===== src/hdl/dfifo_pkg.sv =====
// Shared types and codes for the deduplicating edge queue.
package dfifo_pkg;

    localparam int NODE_W = 10;

    typedef enum logic [1:0] {
        OP_PUSH_DIR   = 2'd0,
        OP_PUSH_UNDIR = 2'd1,
        OP_POP        = 2'd2,
        OP_POP_ALT    = 2'd3
    } t_op;

    typedef enum logic [1:0] {
        KIND_UNDIR   = 2'd0,
        KIND_TO_LOW  = 2'd1,
        KIND_TO_HIGH = 2'd2
    } t_kind;

    typedef enum logic [2:0] {
        ST_PUSHED    = 3'd0,
        ST_DUPLICATE = 3'd1,
        ST_POPPED    = 3'd2,
        ST_EMPTY     = 3'd3,
        ST_FULL      = 3'd4
    } t_status;

    typedef enum logic [1:0] {
        PH_IDLE,
        PH_CMP,
        PH_APPLY
    } t_phase;

    typedef struct packed {
        logic [NODE_W-1:0] low;
        logic [NODE_W-1:0] high;
        t_kind             kind;
    } t_entry;

    // per-cycle commands broadcast to every cell
    typedef struct packed {
        logic cmp;    // latch compare result against candidate
        logic shift;  // pop: take the neighbor's contents
        logic push;   // first free cell takes the candidate
    } t_cell_ctl;

endpackage


===== src/hdl/dfifo_if.sv =====
// Valid/ready channels for edge requests and results.
interface dfifo_req_if;
    logic       valid;
    logic       ready;
    logic [1:0] operation;
    logic [9:0] node_first;
    logic [9:0] node_second;

    modport source (output valid, operation, node_first, node_second, input ready);
    modport sink   (input valid, operation, node_first, node_second, output ready);
endinterface

interface dfifo_rsp_if;
    logic       valid;
    logic       ready;
    logic [2:0] status;
    logic [9:0] edge_low;
    logic [9:0] edge_high;
    logic [1:0] edge_kind;
    logic       queue_empty;

    modport source (output valid, status, edge_low, edge_high, edge_kind, queue_empty,
                    input ready);
    modport sink   (input valid, status, edge_low, edge_high, edge_kind, queue_empty,
                    output ready);
endinterface


===== src/hdl/dfifo_cell.sv =====
// One queue slot: holds an entry, compares it with the candidate, shifts toward the head.
module dfifo_cell (
    input  logic               i_clk,
    input  logic               i_rst_n,
    input  dfifo_pkg::t_cell_ctl i_ctl,
    input  dfifo_pkg::t_entry  i_cand,
    input  logic               i_prev_valid,
    input  logic               i_next_valid,
    input  dfifo_pkg::t_entry  i_next_entry,
    output logic               o_valid,
    output dfifo_pkg::t_entry  o_entry,
    output logic               o_match
);
    import dfifo_pkg::*;

    logic   r_valid, n_valid;
    t_entry r_entry, n_entry;
    logic   r_match;

    always_comb begin
        n_valid = r_valid;
        n_entry = r_entry;
        if (i_ctl.shift) begin
            n_valid = i_next_valid;
            n_entry = i_next_entry;
        end else if (i_ctl.push && !r_valid && i_prev_valid) begin
            n_valid = 1'b1;
            n_entry = i_cand;
        end
    end

    always_ff @(posedge i_clk) begin
        if (!i_rst_n) begin
            r_valid <= 1'b0;
            r_match <= 1'b0;
        end else begin
            r_valid <= n_valid;
            if (i_ctl.cmp) begin
                r_match <= r_valid && (r_entry == i_cand);
            end
        end
    end

    // payload needs no reset; only valid entries are ever read
    always_ff @(posedge i_clk) begin
        r_entry <= n_entry;
    end

    assign o_valid = r_valid;
    assign o_entry = r_entry;
    assign o_match = r_match;

endmodule


===== src/hdl/dedup_edge_fifo.sv =====
// Top level of the deduplicating edge queue: cell row, control sequencer, result register.
//
// Usage:
//   i_in carries one request item: operation (push directed, push undirected,
//   pop), and two node indices. o_out carries exactly one result item per
//   request: status, the popped edge (zero unless popped) and queue_empty.
//   Edges are held in canonical form (low node, high node, kind); a push that
//   equals a queued edge is ignored, a push into a full queue is dropped.
// Timing:
//   A request is accepted in the idle phase, compared against every cell in
//   the next cycle (each cell latches its own match bit), and applied in the
//   apply phase once the result register is free, where the match bits are
//   OR-ed and the result register is loaded. No new request is accepted
//   until the compare-then-apply sequence over the row is done.
// Stall:
//   A new request may be accepted while the previous result waits; it is
//   compared, then held in the apply phase until the result register frees.
// Reset:
//   Synchronous active-low reset empties the queue (all cell valid bits
//   clear at once) and drops any pending result; no clearing pass is needed.
module dedup_edge_fifo #(
    parameter int QUEUE_DEPTH = 64
) (
    input  logic i_clk,
    input  logic i_rst_n,
    dfifo_req_if.sink   i_in,
    dfifo_rsp_if.source o_out
);
    import dfifo_pkg::*;

    localparam int CW = $clog2(QUEUE_DEPTH + 1);

    // sequencer
    t_phase    r_phase, n_phase;
    t_op       r_op;
    t_entry    r_cand, n_cand;
    logic [CW-1:0] r_count, n_count;
    t_cell_ctl w_ctl;
    logic      w_go;

    // result register
    logic      r_out_valid, n_out_valid;
    t_status   r_status, n_status;
    t_entry    r_out_entry, n_out_entry;
    logic      r_out_empty, n_out_empty;

    // cell row
    logic   w_valid [QUEUE_DEPTH];
    t_entry w_entry [QUEUE_DEPTH];
    logic [QUEUE_DEPTH-1:0] w_match;

    genvar g;
    generate
        for (g = 0; g < QUEUE_DEPTH; g++) begin : g_cell
            logic   w_prev_valid;
            logic   w_next_valid;
            t_entry w_next_entry;
            if (g == 0) begin : g_first
                assign w_prev_valid = 1'b1;
            end else begin : g_mid
                assign w_prev_valid = w_valid[g-1];
            end
            if (g == QUEUE_DEPTH - 1) begin : g_last
                assign w_next_valid = 1'b0;
                assign w_next_entry = '0;
            end else begin : g_body
                assign w_next_valid = w_valid[g+1];
                assign w_next_entry = w_entry[g+1];
            end
            dfifo_cell u_cell (
                .i_clk        (i_clk),
                .i_rst_n      (i_rst_n),
                .i_ctl        (w_ctl),
                .i_cand       (r_cand),
                .i_prev_valid (w_prev_valid),
                .i_next_valid (w_next_valid),
                .i_next_entry (w_next_entry),
                .o_valid      (w_valid[g]),
                .o_entry      (w_entry[g]),
                .o_match      (w_match[g])
            );
        end
    endgenerate

    // canonical form of the incoming edge
    always_comb begin
        logic directed;
        directed = (t_op'(i_in.operation) == OP_PUSH_DIR);
        if (i_in.node_first > i_in.node_second) begin
            n_cand.low  = i_in.node_second;
            n_cand.high = i_in.node_first;
            n_cand.kind = directed ? KIND_TO_LOW : KIND_UNDIR;
        end else begin
            n_cand.low  = i_in.node_first;
            n_cand.high = i_in.node_second;
            n_cand.kind = directed ? KIND_TO_HIGH : KIND_UNDIR;
        end
    end

    assign i_in.ready = (r_phase == PH_IDLE);
    assign w_go       = !r_out_valid || o_out.ready;

    always_comb begin
        logic is_pop;
        logic full;
        is_pop      = r_op[1];     // operation 3 acts as pop
        full        = (r_count == CW'(QUEUE_DEPTH));
        n_phase     = r_phase;
        n_count     = r_count;
        w_ctl       = '0;
        n_out_valid = r_out_valid && !o_out.ready;
        n_status    = r_status;
        n_out_entry = r_out_entry;
        n_out_empty = r_out_empty;
        unique case (r_phase)
            PH_IDLE: begin
                if (i_in.valid) begin
                    n_phase = PH_CMP;
                end
            end
            PH_CMP: begin
                w_ctl.cmp = 1'b1;
                n_phase   = PH_APPLY;
            end
            PH_APPLY: begin
                if (w_go) begin
                    n_phase     = PH_IDLE;
                    n_out_valid = 1'b1;
                    n_out_entry = '0;
                    priority if (is_pop) begin
                        if (r_count == '0) begin
                            n_status = ST_EMPTY;
                        end else begin
                            n_status    = ST_POPPED;
                            n_out_entry = w_entry[0];
                            w_ctl.shift = 1'b1;
                            n_count     = r_count - CW'(1);
                        end
                    end else if (|w_match) begin
                        n_status = ST_DUPLICATE;
                    end else if (full) begin
                        n_status = ST_FULL;
                    end else begin
                        n_status   = ST_PUSHED;
                        w_ctl.push = 1'b1;
                        n_count    = r_count + CW'(1);
                    end
                    n_out_empty = (n_count == '0);
                end
            end
            default: begin
                n_phase = PH_IDLE;
            end
        endcase
    end

    always_ff @(posedge i_clk) begin
        if (!i_rst_n) begin
            r_phase     <= PH_IDLE;
            r_count     <= '0;
            r_out_valid <= 1'b0;
        end else begin
            r_phase     <= n_phase;
            r_count     <= n_count;
            r_out_valid <= n_out_valid;
        end
    end

    always_ff @(posedge i_clk) begin
        if (i_in.valid && i_in.ready) begin
            r_op   <= t_op'(i_in.operation);
            r_cand <= n_cand;
        end
        r_status    <= n_status;
        r_out_entry <= n_out_entry;
        r_out_empty <= n_out_empty;
    end

    assign o_out.valid       = r_out_valid;
    assign o_out.status      = r_status;
    assign o_out.edge_low    = r_out_entry.low;
    assign o_out.edge_high   = r_out_entry.high;
    assign o_out.edge_kind   = r_out_entry.kind;
    assign o_out.queue_empty = r_out_empty;

endmodule

===== src/flat_wrapper.sv =====
// flat-port wrapper written by rule: the top's interface ports become plain ports
module dedup_edge_fifo_flat import dfifo_pkg::*;
#(
    parameter int QUEUE_DEPTH = 64
)
  (i_clk, i_rst_n, i_in_valid, i_in_operation, i_in_node_first, i_in_node_second, i_in_ready, o_out_valid, o_out_status, o_out_edge_low, o_out_edge_high, o_out_edge_kind, o_out_queue_empty, o_out_ready);
  dfifo_req_if i_in_i ();
  dfifo_rsp_if o_out_i ();
  input  logic i_clk;
  input  logic i_rst_n;
  input wire logic [$bits(i_in_i.valid)-1:0] i_in_valid;
  input wire logic [$bits(i_in_i.operation)-1:0] i_in_operation;
  input wire logic [$bits(i_in_i.node_first)-1:0] i_in_node_first;
  input wire logic [$bits(i_in_i.node_second)-1:0] i_in_node_second;
  output wire logic [$bits(i_in_i.ready)-1:0] i_in_ready;
  output wire logic [$bits(o_out_i.valid)-1:0] o_out_valid;
  output wire logic [$bits(o_out_i.status)-1:0] o_out_status;
  output wire logic [$bits(o_out_i.edge_low)-1:0] o_out_edge_low;
  output wire logic [$bits(o_out_i.edge_high)-1:0] o_out_edge_high;
  output wire logic [$bits(o_out_i.edge_kind)-1:0] o_out_edge_kind;
  output wire logic [$bits(o_out_i.queue_empty)-1:0] o_out_queue_empty;
  input wire logic [$bits(o_out_i.ready)-1:0] o_out_ready;
  assign i_in_i.valid = i_in_valid;
  assign i_in_i.operation = i_in_operation;
  assign i_in_i.node_first = i_in_node_first;
  assign i_in_i.node_second = i_in_node_second;
  assign i_in_ready = i_in_i.ready;
  assign o_out_valid = o_out_i.valid;
  assign o_out_status = o_out_i.status;
  assign o_out_edge_low = o_out_i.edge_low;
  assign o_out_edge_high = o_out_i.edge_high;
  assign o_out_edge_kind = o_out_i.edge_kind;
  assign o_out_queue_empty = o_out_i.queue_empty;
  assign o_out_i.ready = o_out_ready;
  dedup_edge_fifo #(.QUEUE_DEPTH(QUEUE_DEPTH)) u_core (.i_clk(i_clk), .i_rst_n(i_rst_n), .i_in(i_in_i), .o_out(o_out_i));
endmodule

===== config.mk =====
export PLATFORM = sky130hd
export DESIGN_NAME = dedup_edge_fifo_flat
export DESIGN_NICKNAME = d
export VERILOG_FILES = /design/src/hdl/dfifo_pkg.sv /design/src/hdl/dfifo_if.sv /design/src/hdl/dfifo_cell.sv /design/src/hdl/dedup_edge_fifo.sv /design/src/flat_wrapper.sv
export SDC_FILE = /design/constraint.sdc
export NUM_CORES = 2
export LEC_CHECK = 0
export ABC_AREA = 0
export BUFFER_PORTS_ARGS = -buffer_cell sky130_fd_sc_hd__clkbuf_2
export CAP_MARGIN = 20
export CORE_AREA = 4 4 516 518
export DETAILED_ROUTE_END_ITERATION = 8
export DIE_AREA = 0 0 520 522
export RECOVER_POWER = 50
export SYNTH_ARGS = -nofsm -noshare
export SYNTH_HDL_FRONTEND = slang
export SYNTH_SLANG_ARGS = --single-unit

===== constraint.sdc =====
create_clock -name i_clk -period 10.4 [get_ports i_clk]
set_input_delay 1.04 -clock i_clk [delete_from_list [all_inputs] [get_ports i_clk]]
set_output_delay 1.04 -clock i_clk [all_outputs]
set_load 0.1 [all_outputs]

==> Yosys cells after proc, flatten, opt, wreduce, memory -nomap -nowiden <==
Index checks and enable logic that the tools add are counted.
{ "word_totals": {"ff_bits": 1596, "latch_bits": 0, "ram_bits": 0, "mem_bits_ro": 0, "input_bits": 26, "mem_count": 0} }
{ "classes": {"n_addsub": 2, "n_mul": 0, "div_mod_pow": 0, "order_cmp": 1, "n_eq_ne": 69, "shifts": 0, "n_mux": 278, "bitwise": 2, "n_reduce_logical": 332} }
{ "op_table": {"columns": ["operator", "n"], "rows": [
  ["$mux W22", 127],
  ["$eq A22 B22 Y1", 64],
  ["$logic_and A1 B1 Y1", 193],
  ["$mux W1", 136],
  ["$reduce_bool A2 Y1", 63],
  ["$logic_not A1 Y1", 66],
  ["$reduce_or A64 Y1", 1],
  ["$mux W7", 6],
  ["$logic_not A7 Y1", 2],
  ["$gt A10 B10 Y1", 1],
  ["$mux W2", 5],
  ["$mux W3", 3],
  ["$add A7 B1 Y7 const B", 1],
  ["$eq A7 B7 Y1 const B", 1],
  ["$sub A7 B1 Y7 const B", 1],
  ["$pmux W2 S3", 1],
  ["$logic_not A2 Y1", 2],
  ["$reduce_and A2 Y1", 2],
  ["$reduce_or A2 Y1", 2],
  ["$eq A2 B1 Y1 const B", 1],
  ["$eq A2 B2 Y1 const B", 1],
  ["$ne A2 B1 Y1 const B", 1],
  ["$ne A2 B2 Y1 const B", 1],
  ["$not A1 Y1", 2],
  ["$logic_or A1 B1 Y1", 1]
]} }

==> Depth between registers and ports, before layout <==
{ "depth": {"ltp_word": 10, "ltp_mapped": 10, "mapped_depth_nobuf": 9} }

==> Modules after synthesis <==
Synthesis repeated with hierarchy kept, for this count alone.
{ "unflattened": {"hier_cells": 5660, "hier_area_um2": 82218.9} }
{ "by_module_without_submodules": {"columns": ["mod", "instances", "cells_per_inst", "area_per_inst_um2", "seq_area_each_um2"], "rows": [
  ["dfifo_cell", 64, 84, 1237.4, 700.7],
  ["dedup_edge_fifo", 1, 284, 3022.9, 1671.6]
]} }

==> Worst setup path after synthesis <==
Ideal clock, no wire load.
{ "synth_path": {"path_kind": "input port to flip-flop", "from": "input o_out_ready", "to": "register u_core.g_cell[55].u_cell.r_valid", "setup_ns": 0.065, "arrival_time_ns": 4.252, "required_ns": 10.335, "setup_slack_ns": 6.083, "path_stages": 8, "n_path_buf": 2, "cell_sequence": "nand2b_1 > nand2b_1 > clkbuf_1 > inv_2 > nand3_2 > buf_4 > o21ai_0 > o221a_2"} }
{ "synth_between": {"elab_chain_cells": 6, "elab_cells_between_ends": 7, "classes_between": "3 x mux; 4 x reduce/logical"} }
{ "synth_rtl": {"columns": ["item", "line", "rtl"], "rows": [
  ["start: declaration", "flat_wrapper.sv:22", "input wire logic [$bits(o_out_i.ready)-1:0] o_out_ready;"],
  ["$logic_or A1 B1 Y1 *", "dedup_edge_fifo.sv:101", "assign w_go = !r_out_valid || o_out.ready;"],
  ["$mux W2 *", "dedup_edge_fifo.sv:126", "if (w_go) begin"],
  ["$mux W2 *", "dedup_edge_fifo.sv:115", "unique case (r_phase)"],
  ["$logic_and A1 B1 Y1 (2 in series)", "dfifo_cell.sv:26", "end else if (i_ctl.push && !r_valid && i_prev_valid) begin"],
  ["$reduce_bool A2 Y1 (no line)", null, null],
  ["end signal: assignment", "dfifo_cell.sv:37", "r_valid <= n_valid;"],
  ["end: declaration", "dfifo_cell.sv:16", "logic r_valid, n_valid;"]
]} }
Every way passes the cells marked *; elsewhere a longest branch is shown, timed or not.
A chain may end at the register's enable or synchronous reset.

==> Final worst setup path <==
{ "layout_path": {"from": "register u_core.g_cell[3].u_cell.r_match", "to": "register u_core.g_cell[59].u_cell.r_entry (netlist bit u_core.g_cell[59].u_cell.o_entry[21]), enable pin"} }
{ "layout_between": {"elab_chain_cells": 8} }
{ "layout_rtl": {"columns": ["item", "line", "rtl"], "rows": [
  ["start: declaration", "dfifo_cell.sv:18", "logic r_match;"],
  ["start signal: assignment", "dfifo_cell.sv:39", "r_match <= r_valid && (r_entry == i_cand);"],
  ["$reduce_or A64 Y1", "dedup_edge_fifo.sv:139", "end else if (|w_match) begin"],
  ["$mux W1", "dedup_edge_fifo.sv:139", null],
  ["$mux W1", "dedup_edge_fifo.sv:130", "priority if (is_pop) begin"],
  ["$mux W2", "dedup_edge_fifo.sv:126", null],
  ["$mux W2", "dedup_edge_fifo.sv:115", null],
  ["$logic_and A1 B1 Y1 (2 in series)", "dfifo_cell.sv:26", null],
  ["$reduce_bool A2 Y1 (no line)", null, null],
  ["end signal: assignment", "dfifo_cell.sv:46", "r_entry <= n_entry;"],
  ["end: declaration", "dfifo_cell.sv:17", "t_entry r_entry, n_entry;"]
]} }
Every way passes these cells.

==> metrics.md <==
| Metric | Value |
|---|---|
| Vias | `55600` |
| Post CTS Setup Buffer Count | `0` |
| Clock root cell | `clkbuf_16` |
| Cell Area, Synth | `0.0782 mm²` |
| Logic pwr share | `0.108` |
| Row count | `188` |
| Ys async rst share | `0` |
| Hold Vio Cnt, Final | `0` |
| Top sig layer | `met5` |
| Synth warn | `0` |
| Final GP Congestion | `0.882` |
| VDD IR-drop max | `161 µV` |
| Global-route wire length before repair | `361 mm` |
| Int Pwr | `11.0 mW` |
| Violated checks | `capacitance limit, slew limit` |
| TritonCTS clock tree | `yes` |
| Met3 wire length | `between 20 and 25 mm` |
| Final TNS setup | `0 ps` |
| CP Capture Type | `flop` |
| PortBufs | `53` |
| Critical path arrival | `around 8000 ps` |
| Largest family of logic cells by synthesized area | `simple AND/OR/NAND/NOR gates` |
| # IOs | `54` |
| Core Area | `roughly 0.26 mm²` |
| Most common cell after layout, fill and taps aside | `nand2_1` |
| Die Height | `~520 µm` |
| Number of global-route vias before repair | `~55000` |
| Leak pwr | `29.3 nW` |
| Horiz. Die Dim | `520 µm` |
| Max frequency | `about 130 MHz` |
| Max_cap viols | `24` |
| Adder-Cell Fraction of Synth Area | `0.00208` |
| CTS hold repair buffers | `0` |
| Total iterations of the first detailed-routing run | `6` |
| Clk pwr share | `0.405` |
| Crit start category | `flop` |
| Psw | `3.66 mW` |
| Yosys cell types | `48` |
| CP max FO | `17` |
| Crit path kind | `reg2reg` |
| Area delta synth->final | `12.0%` |
| Sequential share of the synthesized area | `0.592` |
| CP Cell Sequence | `nor4_1 -> nand4_1 -> nor4_1 -> nand2_1 -> nor2_2 -> clkbuf_1 -> nand2_1 -> o21ai_0 -> buf_16` |
| Yosys top cell by area | `edfxtp_1` |
| Actual slew at the worst max-slew pin | `5340 ps` |
| Post-synth top flop | `edfxtp_1` |
| DIE AREA | `0.271 mm²` |
| Total Wirelength | `between 200 and 250 mm` |
| Status | `complete, but fails checks` |
| Synth Net Count | `~7500` |
| Hold slack | `between 400 and 500 ps` |
| Tcrit/Tclk final | `0.736` |
| Post-synth EDFFs | `between 1000 and 1500` |
| Gr ovfl total | `0` |
| PwrDens | `~170 mW/mm²` |
| Worst skew pair latency | `around 800 ps` |
| Clock tree buffer depth | `3` |
| Req. time, crit path | `about 11000 ps` |
| Final min period | `7650 ps` |
| Pin count of the biggest net entering global routing | `between 200 and 300` |
| # DRC | `0` |
| Initial core utilization | `0.299` |
| Post-DP HPWL | `145 mm` |
| Met2 wire length | `109 mm` |
| Slew Limit Headroom | `-2.56` |
| Clock skew | `24.4 ps` |
| Cts bufs inserted | `165` |
| Post-synth top area share | `0.551` |
| Worst hold-check path type | `reg2reg` |
| Met1 wire length | `106 mm` |
| Commonest cells after routing, fill and taps aside | `nand2_1, edfxtp_1, xnor2_1` |
| Sink Count | `1595` |
| Seq pwr share | `0.487` |
| Syn Area/Cell | `about 10 µm²` |
| Layout cells sized above 1 | `0.0642` |
| Synth Area in XOR/XNOR | `0.158` |
| Largest stage delay on the critical path | `between 2000 and 2500 ps` |
| Post-cts sizing count | `0` |
| NumNets Final | `between 7000 and 8000` |
| Initial antenna violation count | `8` |
| Synth area leaders | `edfxtp_1, nand2_1, xnor2_1, xor2_1, dfxtp_1` |
| H-tree levels | `4` |
| Antenna viol nets, final | `0` |
| Syn Inst Count | `7453` |
| Wire per inst | `about 23 µm` |
| Number of synthesized register bits | `~1600` |
| RSZ-0062 raised after global routing | `false` |
| Post-synthesis mux area share | `0.00301` |
| Post-synthesis compound-gate area fraction | `0.0237` |
| Reg clk slew, reported paths | `about 60 ps` |
| Synth Area in Simple Gates | `0.193` |
| GRT Util Overall | `0.176` |
| Final Slew Violations | `between 500 and 600` |
| Vias per cell | `5.09` |
| Iter 0 DRT Violations | `7008` |
| Crit path max-delay cell type | `nor4_1` |
| Sw Ratio | `0.249` |
| # setup viols final | `0` |
[synthesized netlist by cell type (all sizes together), types with 23 or more instances]
cell type  instances
buf              250
edfxtp          1435
a21boi            68
inv               23
xnor2            961
dfxtp            160
and2              30
nand3             78
nand2           2933
nor4             211
nand2b            51
nand4            264
o221a             49
xor2             449
o21ai             76
a21oi             37
clkbuf           282
[cell families after synthesis]
group / Yosys count
buffers and inverters: 555
adders and majority gates: 13
and+or+nand+nor: 3601
xor gates and xnor gates: 1410
muxes: 21
DFF: 1595
AOI/OAI and AO/OA: 258
[flip-flops by register name, summed over array words and instances (netlist names), 3 cells and up]
| signal | cells |
|---|---|
| u_core.o_out.edge_low | 10 |
| u_core.o_out.status | 3 |
| u_core.g_cell.u_cell.o_match | 64 |
| u_core.g_cell.u_cell.o_valid | 64 |
| u_core.r_cand | 22 |
| u_core.r_count | 7 |
| u_core.o_out.edge_high | 10 |
| u_core.g_cell.u_cell.o_entry | 1408 |
[routing by layer]
layer | vias to the layer above | GRT usage
met4 | 4 | 0.0654
met2 | 2900 | 0.274
met3 | 570 | 0.0324
met5 | - | 0
met1 | 27500 | 0.243
li1 | 24600 | -
[critical path: cells and delay by family (launching register included)]
family	cells	cell delay, ps
AOI/OAI and AO/OA	1	1040
and+or+nand+nor	6	4060
DFF	1	310
buffers and inverters	2	1900
[cell type report]
type	count	area, µm²
well taps	3515	4400
repair buffers	184	1650
multi-input cells	5303	29800
diodes	6	15.0
clock buffers	239	4760
fillers	26200	174000
flip-flops and latches	1595	46300
inverters	23	86.3
clock inverters	66	592
[path summary, 6_finish.rpt]
path                                    startpoint                                    to  slack [ps]  depth (start not counted)
hold / removal    u_core.g_cell[29].u_cell.o_match      u_core.g_cell[29].u_cell.o_match         470                          2
hold reg to reg   u_core.g_cell[29].u_cell.o_match      u_core.g_cell[29].u_cell.o_match         470                          2
setup reg to reg   u_core.g_cell[3].u_cell.o_match  u_core.g_cell[59].u_cell.o_entry[21]        2750                          9
setup / recovery   u_core.g_cell[3].u_cell.o_match  u_core.g_cell[59].u_cell.o_entry[21]        2750                          9
[through the flow]
step	util	total power [mW]	cell area, µm²	worst slack, ps	std cells
2_1_floorplan	-	8.23	78200	6080	7453
3_3_place_gp	0.314	8.80	82100	5060	10600
3_5_place_dp	0.315	8.82	82300	4930	10600
4_1_cts	0.335	14.7	87600	5140	10900
5_1_grt	0.335	15.1	87600	2540	10900
6_report	0.335	14.7	87600	2750	10900
[power groups by stage]
stage / Clock, mW / Sequential, mW / Combinational (mW)
final: 5.95 / 7.14 / 1.59
after global routing: 6.28 / 7.14 / 1.67
after CTS: 6.02 / 7.14 / 1.56
after detailed placement: 0 / 7.28 / 1.55
after global placement: 0 / 7.28 / 1.52
after floorplan: 0 / 7.28 / 0.946
Power figures use the tool's default switching activity.
